$ cat config.mk
export PLATFORM = sky130hd
export DESIGN_NAME = cooperative_task_dispatcher_core
export DESIGN_NICKNAME = d
export VERILOG_FILES = /design/src/hdl/ctd_pkg.sv /design/src/hdl/cooperative_task_dispatcher_core.sv
export SDC_FILE = /design/constraint.sdc
export NUM_CORES = 1
export LEC_CHECK = 0
export ABC_AREA = 1
export BUFFER_PORTS_ARGS = -buffer_cell sky130_fd_sc_hd__clkbuf_2
export CAP_MARGIN = 20
export CORE_MARGIN = 3
export CORE_UTILIZATION = 62
export DETAILED_ROUTE_END_ITERATION = 12
export GPL_ROUTABILITY_DRIVEN = 0
export PLACE_DENSITY_LB_ADDON = 0.05
export SLEW_MARGIN = 25
export SYNTH_ARGS = -nofsm -noshare
export SYNTH_HDL_FRONTEND = slang
export SYNTH_SLANG_ARGS = --single-unit
$ cat constraint.sdc
create_clock -name clk_i -period 4.96 [get_ports clk_i]
set_input_delay 0.992 -clock clk_i [delete_from_list [all_inputs] [get_ports clk_i]]
set_output_delay 0.992 -clock clk_i [all_outputs]
set_load 0.01 [all_outputs]
$ cat src/hdl/ctd_pkg.sv
package ctd_pkg;

  localparam int unsigned FUNC_W   = 2;
  localparam int unsigned MODE_W   = 3;
  localparam int unsigned TIME_W   = 32;
  localparam int unsigned HANDLE_W = 12;
  localparam int unsigned COUNT_W  = 8;

  localparam logic [FUNC_W-1:0] FUNC_ADD    = 2'd0;
  localparam logic [FUNC_W-1:0] FUNC_SIGNAL = 2'd1;
  localparam logic [FUNC_W-1:0] FUNC_PASS   = 2'd2;

  localparam logic [MODE_W-1:0] MODE_ALWAYS  = 3'd0;
  localparam logic [MODE_W-1:0] MODE_TIMED   = 3'd2;
  localparam logic [MODE_W-1:0] MODE_AVERAGE = 3'd3;

  localparam logic [COUNT_W-1:0] COUNT_MAX = 8'hff;

  typedef enum logic [1:0] {
    KIND_ADD      = 2'd0,
    KIND_SIGNAL   = 2'd1,
    KIND_DISPATCH = 2'd2,
    KIND_DONE     = 2'd3
  } kind_e;

  typedef enum logic [3:0] {
    ST_IDLE,
    ST_ADD_SCAN,
    ST_SIG_RD,
    ST_SIG_WR,
    ST_SIG_REJ,
    ST_PASS_RD,
    ST_PASS_DIFF,
    ST_PASS_CMP,
    ST_PASS_WR,
    ST_PASS_DONE
  } state_e;

endpackage

$ cat src/hdl/cooperative_task_dispatcher_core.sv
// Task slot table with add, signal and dispatch-pass commands, one command in
// flight at a time (in_ready_o is high only while idle). An add scans the
// active flags one slot per cycle and replies at the first free slot, or with
// a failed add after the last slot; a signal reads the memory, then updates it,
// while a rejected handle replies without a table read; a pass reads each slot,
// takes the elapsed time, compares it with the period and updates a due slot,
// then gives the done result. All time arithmetic goes through one shared
// 32-bit adder, and any cycle with a result pending waits until the output register is free.
module cooperative_task_dispatcher_core #(
  parameter int unsigned TASK_SLOTS = 8
) (
  input  logic                          clk_i,
  input  logic                          rst_ni,
  input  logic                          in_valid_i,
  output logic                          in_ready_o,
  input  logic [ctd_pkg::FUNC_W-1:0]    in_func_i,
  input  logic [ctd_pkg::MODE_W-1:0]    in_task_mode_i,
  input  logic [ctd_pkg::TIME_W-1:0]    in_period_i,
  input  logic [ctd_pkg::HANDLE_W-1:0]  in_task_number_i,
  input  logic                          in_increment_i,
  input  logic [ctd_pkg::TIME_W-1:0]    in_now_time_i,
  output logic                          out_valid_o,
  input  logic                          out_ready_i,
  output logic [1:0]                    out_kind_o,
  output logic [ctd_pkg::HANDLE_W-1:0]  out_slot_handle_o,
  output logic                          out_ok_o,
  output logic                          out_last_o
);

  localparam int unsigned IW = (TASK_SLOTS > 1) ? $clog2(TASK_SLOTS) : 1;
  localparam logic [IW-1:0] LastIdx = IW'(TASK_SLOTS - 1);
  localparam logic [ctd_pkg::HANDLE_W-1:0] MaxHandle = ctd_pkg::HANDLE_W'(TASK_SLOTS);

  ctd_pkg::state_e state_q, state_d;
  logic [IW-1:0] idx_q, idx_d;

  logic [ctd_pkg::MODE_W-1:0] mode_q;
  logic [ctd_pkg::TIME_W-1:0] period_q;
  logic [ctd_pkg::TIME_W-1:0] now_q;
  logic                       incr_q;

  logic [TASK_SLOTS-1:0] active_q;

  logic [ctd_pkg::MODE_W-1:0]  mem_mode   [TASK_SLOTS];
  logic [ctd_pkg::COUNT_W-1:0] mem_sig    [TASK_SLOTS];
  logic [ctd_pkg::TIME_W-1:0]  mem_period [TASK_SLOTS];
  logic [ctd_pkg::TIME_W-1:0]  mem_last   [TASK_SLOTS];

  logic [ctd_pkg::MODE_W-1:0]  rd_mode_q;
  logic [ctd_pkg::COUNT_W-1:0] rd_sig_q;
  logic [ctd_pkg::TIME_W-1:0]  rd_period_q;
  logic [ctd_pkg::TIME_W-1:0]  rd_last_q;

  logic [ctd_pkg::TIME_W-1:0] diff_q;
  logic                       ready_q, ready_d;

  logic [ctd_pkg::TIME_W-1:0] add_a, add_b;
  logic                       add_cin;
  logic [ctd_pkg::TIME_W:0]   add_sum;

  logic                 out_valid_q;
  ctd_pkg::kind_e       out_kind_q, emit_kind;
  logic [ctd_pkg::HANDLE_W-1:0] out_handle_q, emit_handle;
  logic                 out_ok_q, emit_ok_bit;
  logic                 out_last_q, emit_last;
  logic                 emit, out_free;

  logic                        wr_add, wr_sig, wr_last;
  logic [ctd_pkg::COUNT_W-1:0] wd_sig;
  logic [ctd_pkg::TIME_W-1:0]  wd_last;

  logic [ctd_pkg::HANDLE_W-1:0] handle_m1;
  logic                         handle_ok;
  logic                         sig_ok;
  logic                         in_xfer;

  assign in_ready_o = (state_q == ctd_pkg::ST_IDLE);
  assign in_xfer    = in_valid_i && in_ready_o;
  assign out_free   = !out_valid_q || out_ready_i;
  assign handle_m1  = in_task_number_i - ctd_pkg::HANDLE_W'(1);
  assign handle_ok  = (in_task_number_i != '0) && (in_task_number_i <= MaxHandle);
  assign sig_ok     = incr_q || (rd_sig_q == '0);

  // shared adder
  always_comb begin
    add_a   = rd_last_q;
    add_b   = rd_period_q;
    add_cin = 1'b0;
    unique case (state_q)
      ctd_pkg::ST_PASS_DIFF: begin
        add_a   = now_q;
        add_b   = ~rd_last_q;
        add_cin = 1'b1;
      end
      ctd_pkg::ST_PASS_CMP: begin
        add_a   = diff_q;
        add_b   = ~rd_period_q;
        add_cin = 1'b1;
      end
      default: ;
    endcase
  end

  assign add_sum = {1'b0, add_a} + {1'b0, add_b} + (ctd_pkg::TIME_W+1)'(add_cin);

  always_comb begin
    ready_d = active_q[idx_q] &&
              ((rd_sig_q != '0) || (rd_mode_q == ctd_pkg::MODE_ALWAYS) ||
               (((rd_mode_q == ctd_pkg::MODE_TIMED) ||
                 (rd_mode_q == ctd_pkg::MODE_AVERAGE)) && add_sum[ctd_pkg::TIME_W]));
  end

  // next state
  always_comb begin
    state_d = state_q;
    idx_d   = idx_q;
    unique case (state_q)
      ctd_pkg::ST_IDLE: begin
        if (in_valid_i) begin
          unique case (in_func_i)
            ctd_pkg::FUNC_ADD: begin
              state_d = ctd_pkg::ST_ADD_SCAN;
              idx_d   = '0;
            end
            ctd_pkg::FUNC_SIGNAL: begin
              state_d = handle_ok ? ctd_pkg::ST_SIG_RD : ctd_pkg::ST_SIG_REJ;
              idx_d   = handle_ok ? handle_m1[IW-1:0] : '0;
            end
            ctd_pkg::FUNC_PASS: begin
              state_d = ctd_pkg::ST_PASS_RD;
              idx_d   = '0;
            end
            default: ;
          endcase
        end
      end
      ctd_pkg::ST_ADD_SCAN: begin
        if (!active_q[idx_q] || idx_q == LastIdx) begin
          if (out_free) state_d = ctd_pkg::ST_IDLE;
        end else begin
          idx_d = idx_q + IW'(1);
        end
      end
      ctd_pkg::ST_SIG_RD:  state_d = ctd_pkg::ST_SIG_WR;
      ctd_pkg::ST_SIG_WR,
      ctd_pkg::ST_SIG_REJ,
      ctd_pkg::ST_PASS_DONE: begin
        if (out_free) state_d = ctd_pkg::ST_IDLE;
      end
      ctd_pkg::ST_PASS_RD:   state_d = ctd_pkg::ST_PASS_DIFF;
      ctd_pkg::ST_PASS_DIFF: state_d = ctd_pkg::ST_PASS_CMP;
      ctd_pkg::ST_PASS_CMP:  state_d = ctd_pkg::ST_PASS_WR;
      ctd_pkg::ST_PASS_WR: begin
        if (!ready_q || out_free) begin
          if (idx_q == LastIdx) begin
            state_d = ctd_pkg::ST_PASS_DONE;
          end else begin
            state_d = ctd_pkg::ST_PASS_RD;
            idx_d   = idx_q + IW'(1);
          end
        end
      end
      default: state_d = ctd_pkg::ST_IDLE;
    endcase
  end

  // outputs and table writes
  always_comb begin
    emit        = 1'b0;
    emit_kind   = ctd_pkg::KIND_DONE;
    emit_handle = '0;
    emit_ok_bit = 1'b0;
    emit_last   = 1'b1;
    wr_add      = 1'b0;
    wr_sig      = 1'b0;
    wr_last     = 1'b0;
    wd_sig      = '0;
    wd_last     = now_q;
    unique case (state_q)
      ctd_pkg::ST_ADD_SCAN: begin
        emit_kind = ctd_pkg::KIND_ADD;
        if (!active_q[idx_q]) begin
          emit        = out_free;
          wr_add      = out_free;
          emit_handle = ctd_pkg::HANDLE_W'(idx_q) + ctd_pkg::HANDLE_W'(1);
          emit_ok_bit = 1'b1;
        end else if (idx_q == LastIdx) begin
          emit = out_free;
        end
      end
      ctd_pkg::ST_SIG_WR: begin
        emit        = out_free;
        emit_kind   = ctd_pkg::KIND_SIGNAL;
        emit_ok_bit = sig_ok;
        wr_sig      = out_free && sig_ok;
        wd_sig      = (rd_sig_q == ctd_pkg::COUNT_MAX) ? rd_sig_q
                                                       : rd_sig_q + ctd_pkg::COUNT_W'(1);
      end
      ctd_pkg::ST_SIG_REJ: begin
        emit      = out_free;
        emit_kind = ctd_pkg::KIND_SIGNAL;
      end
      ctd_pkg::ST_PASS_WR: begin
        emit_kind   = ctd_pkg::KIND_DISPATCH;
        emit_handle = ctd_pkg::HANDLE_W'(idx_q) + ctd_pkg::HANDLE_W'(1);
        emit_last   = 1'b0;
        if (ready_q) begin
          emit    = out_free;
          wr_sig  = out_free;
          wr_last = out_free;
        end
        wd_sig  = (rd_sig_q != '0) ? rd_sig_q - ctd_pkg::COUNT_W'(1) : rd_sig_q;
        wd_last = (rd_mode_q == ctd_pkg::MODE_AVERAGE) ? add_sum[ctd_pkg::TIME_W-1:0]
                                                       : now_q;
      end
      ctd_pkg::ST_PASS_DONE: begin
        emit = out_free;
      end
      default: ;
    endcase
  end

  always_ff @(posedge clk_i or negedge rst_ni) begin
    if (!rst_ni) begin
      state_q     <= ctd_pkg::ST_IDLE;
      idx_q       <= '0;
      active_q    <= '0;
      out_valid_q <= 1'b0;
    end else begin
      state_q <= state_d;
      idx_q   <= idx_d;
      if (wr_add) active_q[idx_q] <= 1'b1;
      if (emit) begin
        out_valid_q <= 1'b1;
      end else if (out_ready_i) begin
        out_valid_q <= 1'b0;
      end
    end
  end

  always_ff @(posedge clk_i) begin
    if (in_xfer) begin
      mode_q   <= in_task_mode_i;
      period_q <= in_period_i;
      now_q    <= in_now_time_i;
      incr_q   <= in_increment_i;
    end
    if (state_q == ctd_pkg::ST_PASS_DIFF) diff_q <= add_sum[ctd_pkg::TIME_W-1:0];
    if (state_q == ctd_pkg::ST_PASS_CMP) ready_q <= ready_d;
    if (emit) begin
      out_kind_q   <= emit_kind;
      out_handle_q <= emit_handle;
      out_ok_q     <= emit_ok_bit;
      out_last_q   <= emit_last;
    end
  end

  always_ff @(posedge clk_i) begin
    if (wr_add) begin
      mem_mode[idx_q]   <= mode_q;
      mem_period[idx_q] <= period_q;
    end
    if (wr_add) begin
      mem_sig[idx_q] <= ctd_pkg::COUNT_W'(1);
    end else if (wr_sig) begin
      mem_sig[idx_q] <= wd_sig;
    end
    if (wr_add || wr_last) mem_last[idx_q] <= wd_last;
    rd_mode_q   <= mem_mode[idx_q];
    rd_sig_q    <= mem_sig[idx_q];
    rd_period_q <= mem_period[idx_q];
    rd_last_q   <= mem_last[idx_q];
  end

  assign out_valid_o       = out_valid_q;
  assign out_kind_o        = out_kind_q;
  assign out_slot_handle_o = out_handle_q;
  assign out_ok_o          = out_ok_q;
  assign out_last_o        = out_last_q;

  a_last_kind: assert property (@(posedge clk_i) disable iff (!rst_ni)
    out_valid_o |-> ((out_kind_o == ctd_pkg::KIND_DISPATCH) == !out_last_o))
    else $error("last flag does not match result kind");

  a_dispatch_handle: assert property (@(posedge clk_i) disable iff (!rst_ni)
    (out_valid_o && out_kind_o == ctd_pkg::KIND_DISPATCH) |->
      (out_slot_handle_o != '0 && out_slot_handle_o <= MaxHandle))
    else $error("dispatch handle out of range");

  a_ok_kind: assert property (@(posedge clk_i) disable iff (!rst_ni)
    (out_valid_o && out_ok_o) |->
      (out_kind_o == ctd_pkg::KIND_ADD || out_kind_o == ctd_pkg::KIND_SIGNAL))
    else $error("ok set on a pass result");

  a_idx_range: assert property (@(posedge clk_i) disable iff (!rst_ni)
    (state_q != ctd_pkg::ST_IDLE) |-> (idx_q <= LastIdx))
    else $error("slot index beyond table");

  a_emit_free: assert property (@(posedge clk_i) disable iff (!rst_ni)
    emit |-> out_free)
    else $error("result loaded over a pending one");

endmodule

==> impl_metrics.ini, run 1 <==
[layout]
drive_gt1_share_pct = 11.1
multiInputGateArea_sq_um = 7600
fin_util_pct = 71.4
fill_cells = 3441
area_growth_pct = 12.7
fin_area_sq_um = 36200
final_nets = 2849
ff_latch_area_sq_um = 23200
diodes = 0
final_cells = 3454

[setup_path]
crit_top_cell = nand2_1
endpoint_kind = flop
crit_path_top_delay_cell = dfrtp_1
worstSetupStartpointType = flop
crit_arrival_ps = 4550
slowest_delay_ps = 450
reg2reg_slack_ps = 720
required_ps = 5270
crit_type = flop to flop
cp_cell_sequence = inv_1 -> nor2_1 -> nand2_1 -> buf_4 -> inv_2 -> a221oi_1 -> fa_1 -> inv_1 -> fa_1 -> inv_1 -> nand3_1 -> nand2_1 -> nand2_1 -> nand2_1 -> nand2_1 -> nand2_1 -> xor2_1 -> nand2_1 -> o21ai_0
crit_fanout = 17

[yosys]
synth_cells = 2590
synth_edf_count = 709
synth_ff_type = edfxtp_1
ys_seq_area_share_pct = 72.2
yosysTopAreaCell = edfxtp_1
ys_types = 49
synth_area_sq_um = 32100
avgSynthCellArea_sq_um = 12.4
ys_ff_latch = 800
synthArstFlopShare_pct = 2.00
ys_top_cells_by_area = edfxtp_1 (66%), nand2_1 (7.1%), dfxtp_1 (4.7%), inv_1 (2.9%), a22oi_1 (2.0%)
ys.warnings.count = 0
yosysTopAreaCellShare_pct = 66.3

[cts]
cts_hold_buf = 0
cts_tree = done
clock_latency_ps = 630
ctsRootBufferMaster = clkbuf_16
cts-buffers-inserted = 78
cts.path.max_buffers = 3
h-tree-depth = 3
clock_sinks = 800
postCtsResizedCells = 0
clkTransAtPathRegs_ps = 60
post_cts_buffers = 0

[drt]
ant_nets = 0
vias = 20945
first_iter_violations = 2377
drt-pass1-iter-count = 7
drt-total-wl_microns = 81500
drc = 0
vias_per_cell = 6.06
routedWlPerCell_microns = 23.6

[global_route]
grt_overflow_total = 0
grt_first_pass_wirelength_microns = 122000
grt_pass1_vias = 20430
grt_max_degree = 65
antenna_found_initial = 1
grt_usage_pct = 30.2

[placement]
dp_hpwl_microns = 49000
placed_area_sq_um = 33500
place_inst = 3311
place_ws_ps = 848
port_buffers = 95

[power_and_ir_drop]
ir_worst_vdd_mv = 0.367
power_density_nw_per_um2 = 594
p_total_mw = 21.5
leakage_nw = 13.7

[sta]
setup_viol = 0
tightest_slew_ps = 1100
rsz0062_at_grt = false
fin_skew_ps = 15.8
slew_headroom_pct = 26.8
final_hold_viol_count = 0
slew_viol_final = 0
layout_setup_ws_ps = 717
whs_ps = 316
max_freq_mhz = 236
tns_ps = 0
period_share_pct = 85.5
fin_crit_ps = 4240

[die]
num_rows = 82
die_area_sq_um = 54500
coreArea_sq_um = 50700
die_h_microns = 234
die_x_microns = 234
io_pins = 104
initial_utilization_pct = 63.3

[outcome]
status = finished, final reports clean

[flow_run]
cap_violations = 0

[min_path]
worstHoldPathType = input port to asynchronous set/reset pin
[kinds of logic after synthesis]
family,after synthesis,synth area share (%)
adders and majority gates,44,1.76
AOI/OAI and AO/OA,418,8.43
and+or+nand+nor,946,12.4
xor gates and xnor gates,22,0.600
DFF,800,72.2
buffers and inverters,359,4.56
other,1,0.0117
[power breakdown]
part           internal [mW]  switching [mW]
registers               8.45           0.626
logic                   1.96            4.31
clock network           3.63            2.51
[cell type report]
cell class	count	share of cell area [%]
Clock buffer	104	6.00
Clock inverter	39	1.41
Inverter	262	2.73
Multi-Input combinational cell	1438	21.0
Sequential cell	800	64.1
Tap cell	672	2.32
Timing Repair Buffer	139	2.43
[critical path, delay by kind of cell, from the launching register on]
family                     cells  cell delay, ps
adders and majority gates      2             750
AOI/OAI and AO/OA              2             750
xor gates and xnor gates       1             230
DFF                            1             450
and+or+nand+nor                9             890
buffers and inverters          5             840
[routing by layer]
metal | vias to the layer above | GRT usage [%] | wire length, microns
li1 | 9472 | - | -
met1 | 10201 | 43.1 | 33200
met2 | 1086 | 47.9 | 38300
met3 | 186 | 5.11 | 7540
met4 | 0 | 10.1 | 2450
met5 | - | 0 | 0
[final timing paths]
path,from,endpoint,cells after the start
max,state_q[1],mem_last[1][16],19
min,rst_ni,out_valid_o,1
max reg2reg,state_q[1],mem_last[1][16],19
min reg2reg,mem_mode[1][2],rd_mode_q[2],2
max in group asynchronous,rst_ni,state_q[3],1
min in group clk_i,mem_mode[1][2],rd_mode_q[2],2
[synth_stat cells, types with 3 or more instances]
| cell type | count |
|---|---|
| buf_4 | 14 |
| a31oi_1 | 4 |
| dfxtp_1 | 75 |
| dfrtp_1 | 16 |
| a21oi_1 | 121 |
| a22o_1 | 17 |
| xor2_1 | 21 |
| edfxtp_1 | 709 |
| ha_1 | 42 |
| nand4_1 | 70 |
| o22ai_1 | 32 |
| buf_1 | 9 |
| nand3_1 | 78 |
| and2_1 | 15 |
| o211ai_1 | 5 |
| clkbuf_1 | 34 |
| nand3_2 | 6 |
| o21ai_0 | 80 |
| inv_1 | 246 |
| or2_2 | 3 |
| nor3_1 | 9 |
| inv_2 | 15 |
| nor2_2 | 7 |
| nand2_1 | 606 |
| a22oi_1 | 85 |
| nor2_1 | 141 |
| a221oi_1 | 64 |
| buf_2 | 38 |
[flip-flops by register name, indices dropped and copies added (netlist names), 4 cells and up]
signal             flops
mem_mode              24
out_slot_handle_o      4
rd_period_q           32
active_q               8
mem_sig               64
period_q              32
mem_period           256
mem_last             256
state_q                4
rd_sig_q               8
diff_q                32
now_q                 32
rd_last_q             32
[placed cells by master (no fill, tap or decap), types with 21 or more instances in the layout]
| master | instances |
|---|---|
| nand2_1 | 606 |
| clkbuf_2 | 95 |
| a221oi_1 | 64 |
| inv_1 | 245 |
| o22ai_1 | 32 |
| dfxtp_1 | 75 |
| ha_1 | 42 |
| nand4_1 | 70 |
| a21oi_1 | 121 |
| a22oi_1 | 85 |
| buf_4 | 38 |
| nand3_1 | 78 |
| xor2_1 | 21 |
| edfxtp_1 | 709 |
| clkbuf_16 | 80 |
| nor2_1 | 126 |
| o21ai_0 | 80 |
Note: power is estimated with default switching activity, not from simulation.
==> run 2: changes to the inputs <==
--- a/config.mk
+++ b/config.mk
@@ -11,6 +11,6 @@
 export CORE_MARGIN = 3
 export CORE_UTILIZATION = 62
+export CTS_CLUSTER_DIAMETER = 50
 export DETAILED_ROUTE_END_ITERATION = 12
-export GPL_ROUTABILITY_DRIVEN = 0
 export PLACE_DENSITY_LB_ADDON = 0.05
 export SLEW_MARGIN = 25
==> constraint.sdc (replaced) <==
create_clock -name clk_i -period 4.96 [get_ports clk_i]
set_input_delay 0.744 -clock clk_i [delete_from_list [all_inputs] [get_ports clk_i]]
set_output_delay 0.744 -clock clk_i [all_outputs]
set_load 0.01 [all_outputs]
==> impl_metrics.ini, run 2 (synthesized netlist as in run 1, its figures left out) <==
[drt]
drt-total-wl_microns = 83200
drc = 0
vias_per_cell = 6.03
vias = 20889
first_iter_violations = 2284
ant_nets = 0
drt-pass1-iter-count = 6
routedWlPerCell_microns = 24.0

[die]
num_rows = 82
io_pins = 104
coreArea_sq_um = 50700
die_area_sq_um = 54500
die_x_microns = 234
die_h_microns = 234
initial_utilization_pct = 63.3

[layout]
final_cell_mix = edfxtp_1 (709), nand2_1 (606), inv_1 (245)
fin_area_sq_um = 36100
final_nets = 2852
top_regs = mem_last: 256 flops, mem_period: 256 flops, mem_sig: 64 flops
final_cells = 3462
fin_util_pct = 71.3
fill_cells = 3544
area_growth_pct = 12.5
diodes = 0
final_common_cell = edfxtp_1
drive_gt1_share_pct = 11.3

[power_and_ir_drop]
p_total_mw = 21.4
power_density_nw_per_um2 = 592
leakage_nw = 13.6
ir_worst_vdd_mv = 0.363

[setup_path]
crit-reg2reg-launch = state_q[2]
worstSetupEndpoint = mem_last[1][13]
crit_arrival_ps = 4440
r2r-end = mem_last[1][13]
endpoint_kind = flop
crit_type = flop to flop
crit_fanout = 58
startpoint = state_q[2]
worstSetupStartpointType = flop
required_ps = 5230
r2r_cells = 17
reg2reg_slack_ps = 790

[cts]
postCtsResizedCells = 0
clock_latency_ps = 630
cts.path.max_buffers = 3
cts_hold_buf = 0
clkTransAtPathRegs_ps = 60
clock_sinks = 800
ctsRootBufferMaster = clkbuf_16
h-tree-depth = 3
cts-buffers-inserted = 81
cts_tree = done
post_cts_buffers = 0

[sta]
whs_ps = 62.4
fin_crit_ps = 4170
slew_headroom_pct = 30.5
tightest_slew_ps = 1030
tns_ps = 0
final_hold_viol_count = 0
layout_setup_ws_ps = 788
rsz0062_at_grt = false
setup_viol = 0
period_share_pct = 84.1
max_freq_mhz = 240
slew_viol_final = 0
fin_skew_ps = 20.6

[global_route]
antenna_found_initial = 1
grt_first_pass_wirelength_microns = 123000
grt_pass1_vias = 19918
grt_usage_pct = 30.9
grt_max_degree = 66
grt_overflow_total = 0

[placement]
dp_hpwl_microns = 52300
placed_area_sq_um = 33500
place_ws_ps = 887
port_buffers = 95
gp_congestion = 0.947
place_inst = 3310

[outcome]
status = finished, final reports clean

[flow_run]
cap_violations = 0

[min_path]
worstHoldPathType = input port to asynchronous set/reset pin
## run 2: changes by cell type in the layout (fill, tap and decap cells not counted), moves of 3 or more
cell / previous run / this run
o21ai_0: 80 / 77
o21ai_1: 1 / 4
clkbuf_1: 16 / 23
clkbuf_8: 8 / 11
clkinvlp_4: 0 / 5
clkinv_1: 12 / 6
bufinv_16: 10 / 0
clkinv_4: 0 / 3
## run 2: worst min-delay path by stage
stage | from | end | slack, ps | depth (start not counted)
4_1_cts | rst_ni | state_q[1] | 40 | 1
3_3_place_gp | active_q[2] | active_q[2] | 440 | 2
3_5_place_dp | active_q[2] | active_q[2] | 450 | 2
5_1_grt | rst_ni | state_q[1] | 70 | 1
2_1_floorplan | active_q[0] | active_q[0] | 420 | 2
6_report | rst_ni | state_q[1] | 60 | 1
## run 2: critical path: stages, from the launching register on
cell and delay, ps:
dfrtp_1 370, inv_1 70, nor2_1 210, inv_1 100, nor2_1 330, inv_2 110
buf_4 350, a21oi_1 270, a21oi_1 80, ha_1 410, or2_2 350, nand3_1 90
nand2_1 110, nand2_1 90, nand2_1 130, xor2_1 250, nand2_1 70, o21ai_0 410
## run 2: layer usage
metal | GRT usage (%) | wire [microns]
met5 | 0 | 0
met4 | 7.44 | 1810
met3 | 4.72 | 7410
met2 | 48.3 | 38500
met1 | 46.5 | 35500
## run 2: power by group
| part | leakage, nW | switching (mW) | internal, mW |
|---|---|---|---|
| clock network | 1.27 | 2.57 | 3.29 |
| logic | 5.12 | 4.37 | 2.01 |
| registers | 7.24 | 0.690 | 8.45 |
## run 2: cell type report
type                    count  area, sq um  area share, %
clock inverters            35          329          0.911
repair buffers            139          888           2.46
multi-input cells        1438         7600           21.0
flip-flops and latches    800        23200           64.2
inverters                 262          987           2.73
well taps                 672          841           2.33
clock buffers             116         2290           6.34
==> run 3: changes to the inputs <==
clock period = 3.94 ns   (was 4.96 ns; I/O delays follow)
==> impl_metrics.ini, run 3 (synthesized netlist as in run 1, its figures left out) <==
[outcome]
status = finished, final reports clean

[die]
die_x_microns = 234
num_rows = 82
initial_utilization_pct = 63.3
io_pins = 104
die_area_sq_um = 54500
coreArea_sq_um = 50700
die_h_microns = 234

[layout]
final_nets = 2877
area_growth_pct = 13.7
drive_gt1_share_pct = 12.0
final_common_cell = edfxtp_1
top_regs = mem_last: 256 flops, mem_period: 256 flops, mem_sig: 64 flops
diodes = 0
final_cell_mix = edfxtp_1 (709), nand2_1 (606), inv_1 (245)

[power_and_ir_drop]
power.share.sequential_pct = 41.9
clock_power_share_pct = 28.7
switching_share_pct = 34.8
leakage_nw = 13.8
combPwrFrac_pct = 29.4
power_density_nw_per_um2 = 744
p_total_mw = 27.2
p_sw_mw = 9.44
ir_worst_vdd_mv = 0.486
p_int_mw = 17.7

[global_route]
gr-usage-met1_pct = 43.2
grt_pass1_vias = 20490
grt_usage_pct = 30.8
grt_overflow_total = 0
use_met3_pct = 4.99
met2_usage_pct = 50.3
antenna_found_initial = 0
grt_max_degree = 62
grt_first_pass_wirelength_microns = 124000
grt-busiest-layer = met2

[cts]
cts.path.max_buffers = 3
clkTransAtPathRegs_ps = 60
h-tree-depth = 3
ctsRootBufferMaster = clkbuf_16
post_cts_buffers = 0
cts_tree = done
clock_sinks = 800
clock_latency_ps = 630
cts-buffers-inserted = 81

[sta]
whs_ps = 127
fin_crit_ps = 3620
slew_viol_final = 0
setup_viol = 0
max_freq_mhz = 276
final_hold_viol_count = 0
slew_headroom_pct = 28.0
fin_skew_ps = 20.1
rsz0062_at_grt = false
period_share_pct = 91.9
tightest_slew_ps = 1070
tns_ps = 0

[setup_path]
endpoint_kind = flop
worstSetupStartpointType = flop
startpoint = state_q[2]
crit_type = flop to flop
crit_arrival_ps = 3930
required_ps = 4250
crit_fanout = 23
crit-reg2reg-launch = state_q[2]

[placement]
port_buffers = 95
dp_hpwl_microns = 51600
gp_congestion = 0.960

[min_path]
worstHoldPathType = input port to flop
min-delay-start = in_period_i[15]

[drt]
vias = 20871
first_iter_violations = 2291
ant_nets = 0
drt-total-wl_microns = 83000
drc = 0
routedWlPerCell_microns = 23.8
drt-pass1-iter-count = 6
vias_per_cell = 5.99

[flow_run]
cap_violations = 0
## run 3: cell count changes in the layout (fill, tap and decap cells not counted), sizes merged
| cell | previous run | this run |
|---|---|---|
| dlygate4sd3 | 0 | 1 |
| buf | 44 | 68 |
| bufinv | 0 | 10 |
| clkbuf | 211 | 195 |
| inv | 266 | 268 |
| clkinv | 26 | 29 |
## run 3: metal layers
metal  up-vias  share of wire, %
li1       9538                 -
met1     10176                41
met2       994                48
met3       163               8.8
met4         0               2.7
met5         -                 0
## run 3: area by class of cell
type | instances | area, sq um
flip-flops and latches | 800 | 23200
fillers | 3462 | 14200
multi-input cells | 1438 | 7610
clock buffers | 100 | 2110
repair buffers | 164 | 1120
inverters | 262 | 988
well taps | 672 | 841
clock inverters | 50 | 629
## run 3: final timing paths
check | to | slack, ps | depth (start not counted)
setup / recovery | mem_last[1][29] | 320 | 18
hold / removal | period_q[15] | 130 | 1
setup reg to reg | mem_last[1][29] | 320 | 18
hold reg to reg | active_q[6] | 450 | 2
max in group asynchronous | active_q[3] | 3120 | 2
min in group asynchronous | out_valid_o | 490 | 2
## run 3: timing repair
item                                    in CTS  in global routing
endpoints found under the setup margin       0                 31
gates resized for setup                      0                  6
hold buffers                                 1                  0
endpoints found under the hold margin       16                  0
## run 3: stage by stage
step	setup WS (ps)	cells	utilization [%]	instance area, sq um
2_1_floorplan	200	2597	-	32100
3_3_place_gp	377	3335	66.5	33700
3_5_place_dp	329	3335	66.6	33700
4_1_cts	294	3486	72.0	36500
5_1_grt	13.4	3486	72.0	36500
6_report	319	3486	72.0	36500
## run 3: power groups by stage
stage / sequential [mW] / combinational, mW / clock (mW)
2_1_floorplan: 11.2 / 5.49 / 0
3_3_place_gp: 11.5 / 7.79 / 0
3_5_place_dp: 11.5 / 7.87 / 0
4_1_cts: 11.3 / 7.92 / 7.87
5_1_grt: 11.4 / 8.90 / 8.18
6_report: 11.4 / 7.99 / 7.80
## run 3: critical path, stage by stage, from the launching register on
cell and delay (ps):
dfrtp_1 360, inv_1 70, nor2_1 150, inv_1 100, nor2_1 160, inv_2 80
buf_4 240, a21oi_1 410, a21oi_1 80, ha_1 400, nand2_1 120, nor2_1 240
nand2_1 160, nor2_1 130, nand2_1 150, nand2_1 110, nand2_1 60, nand3_1 70
nand2_1 180
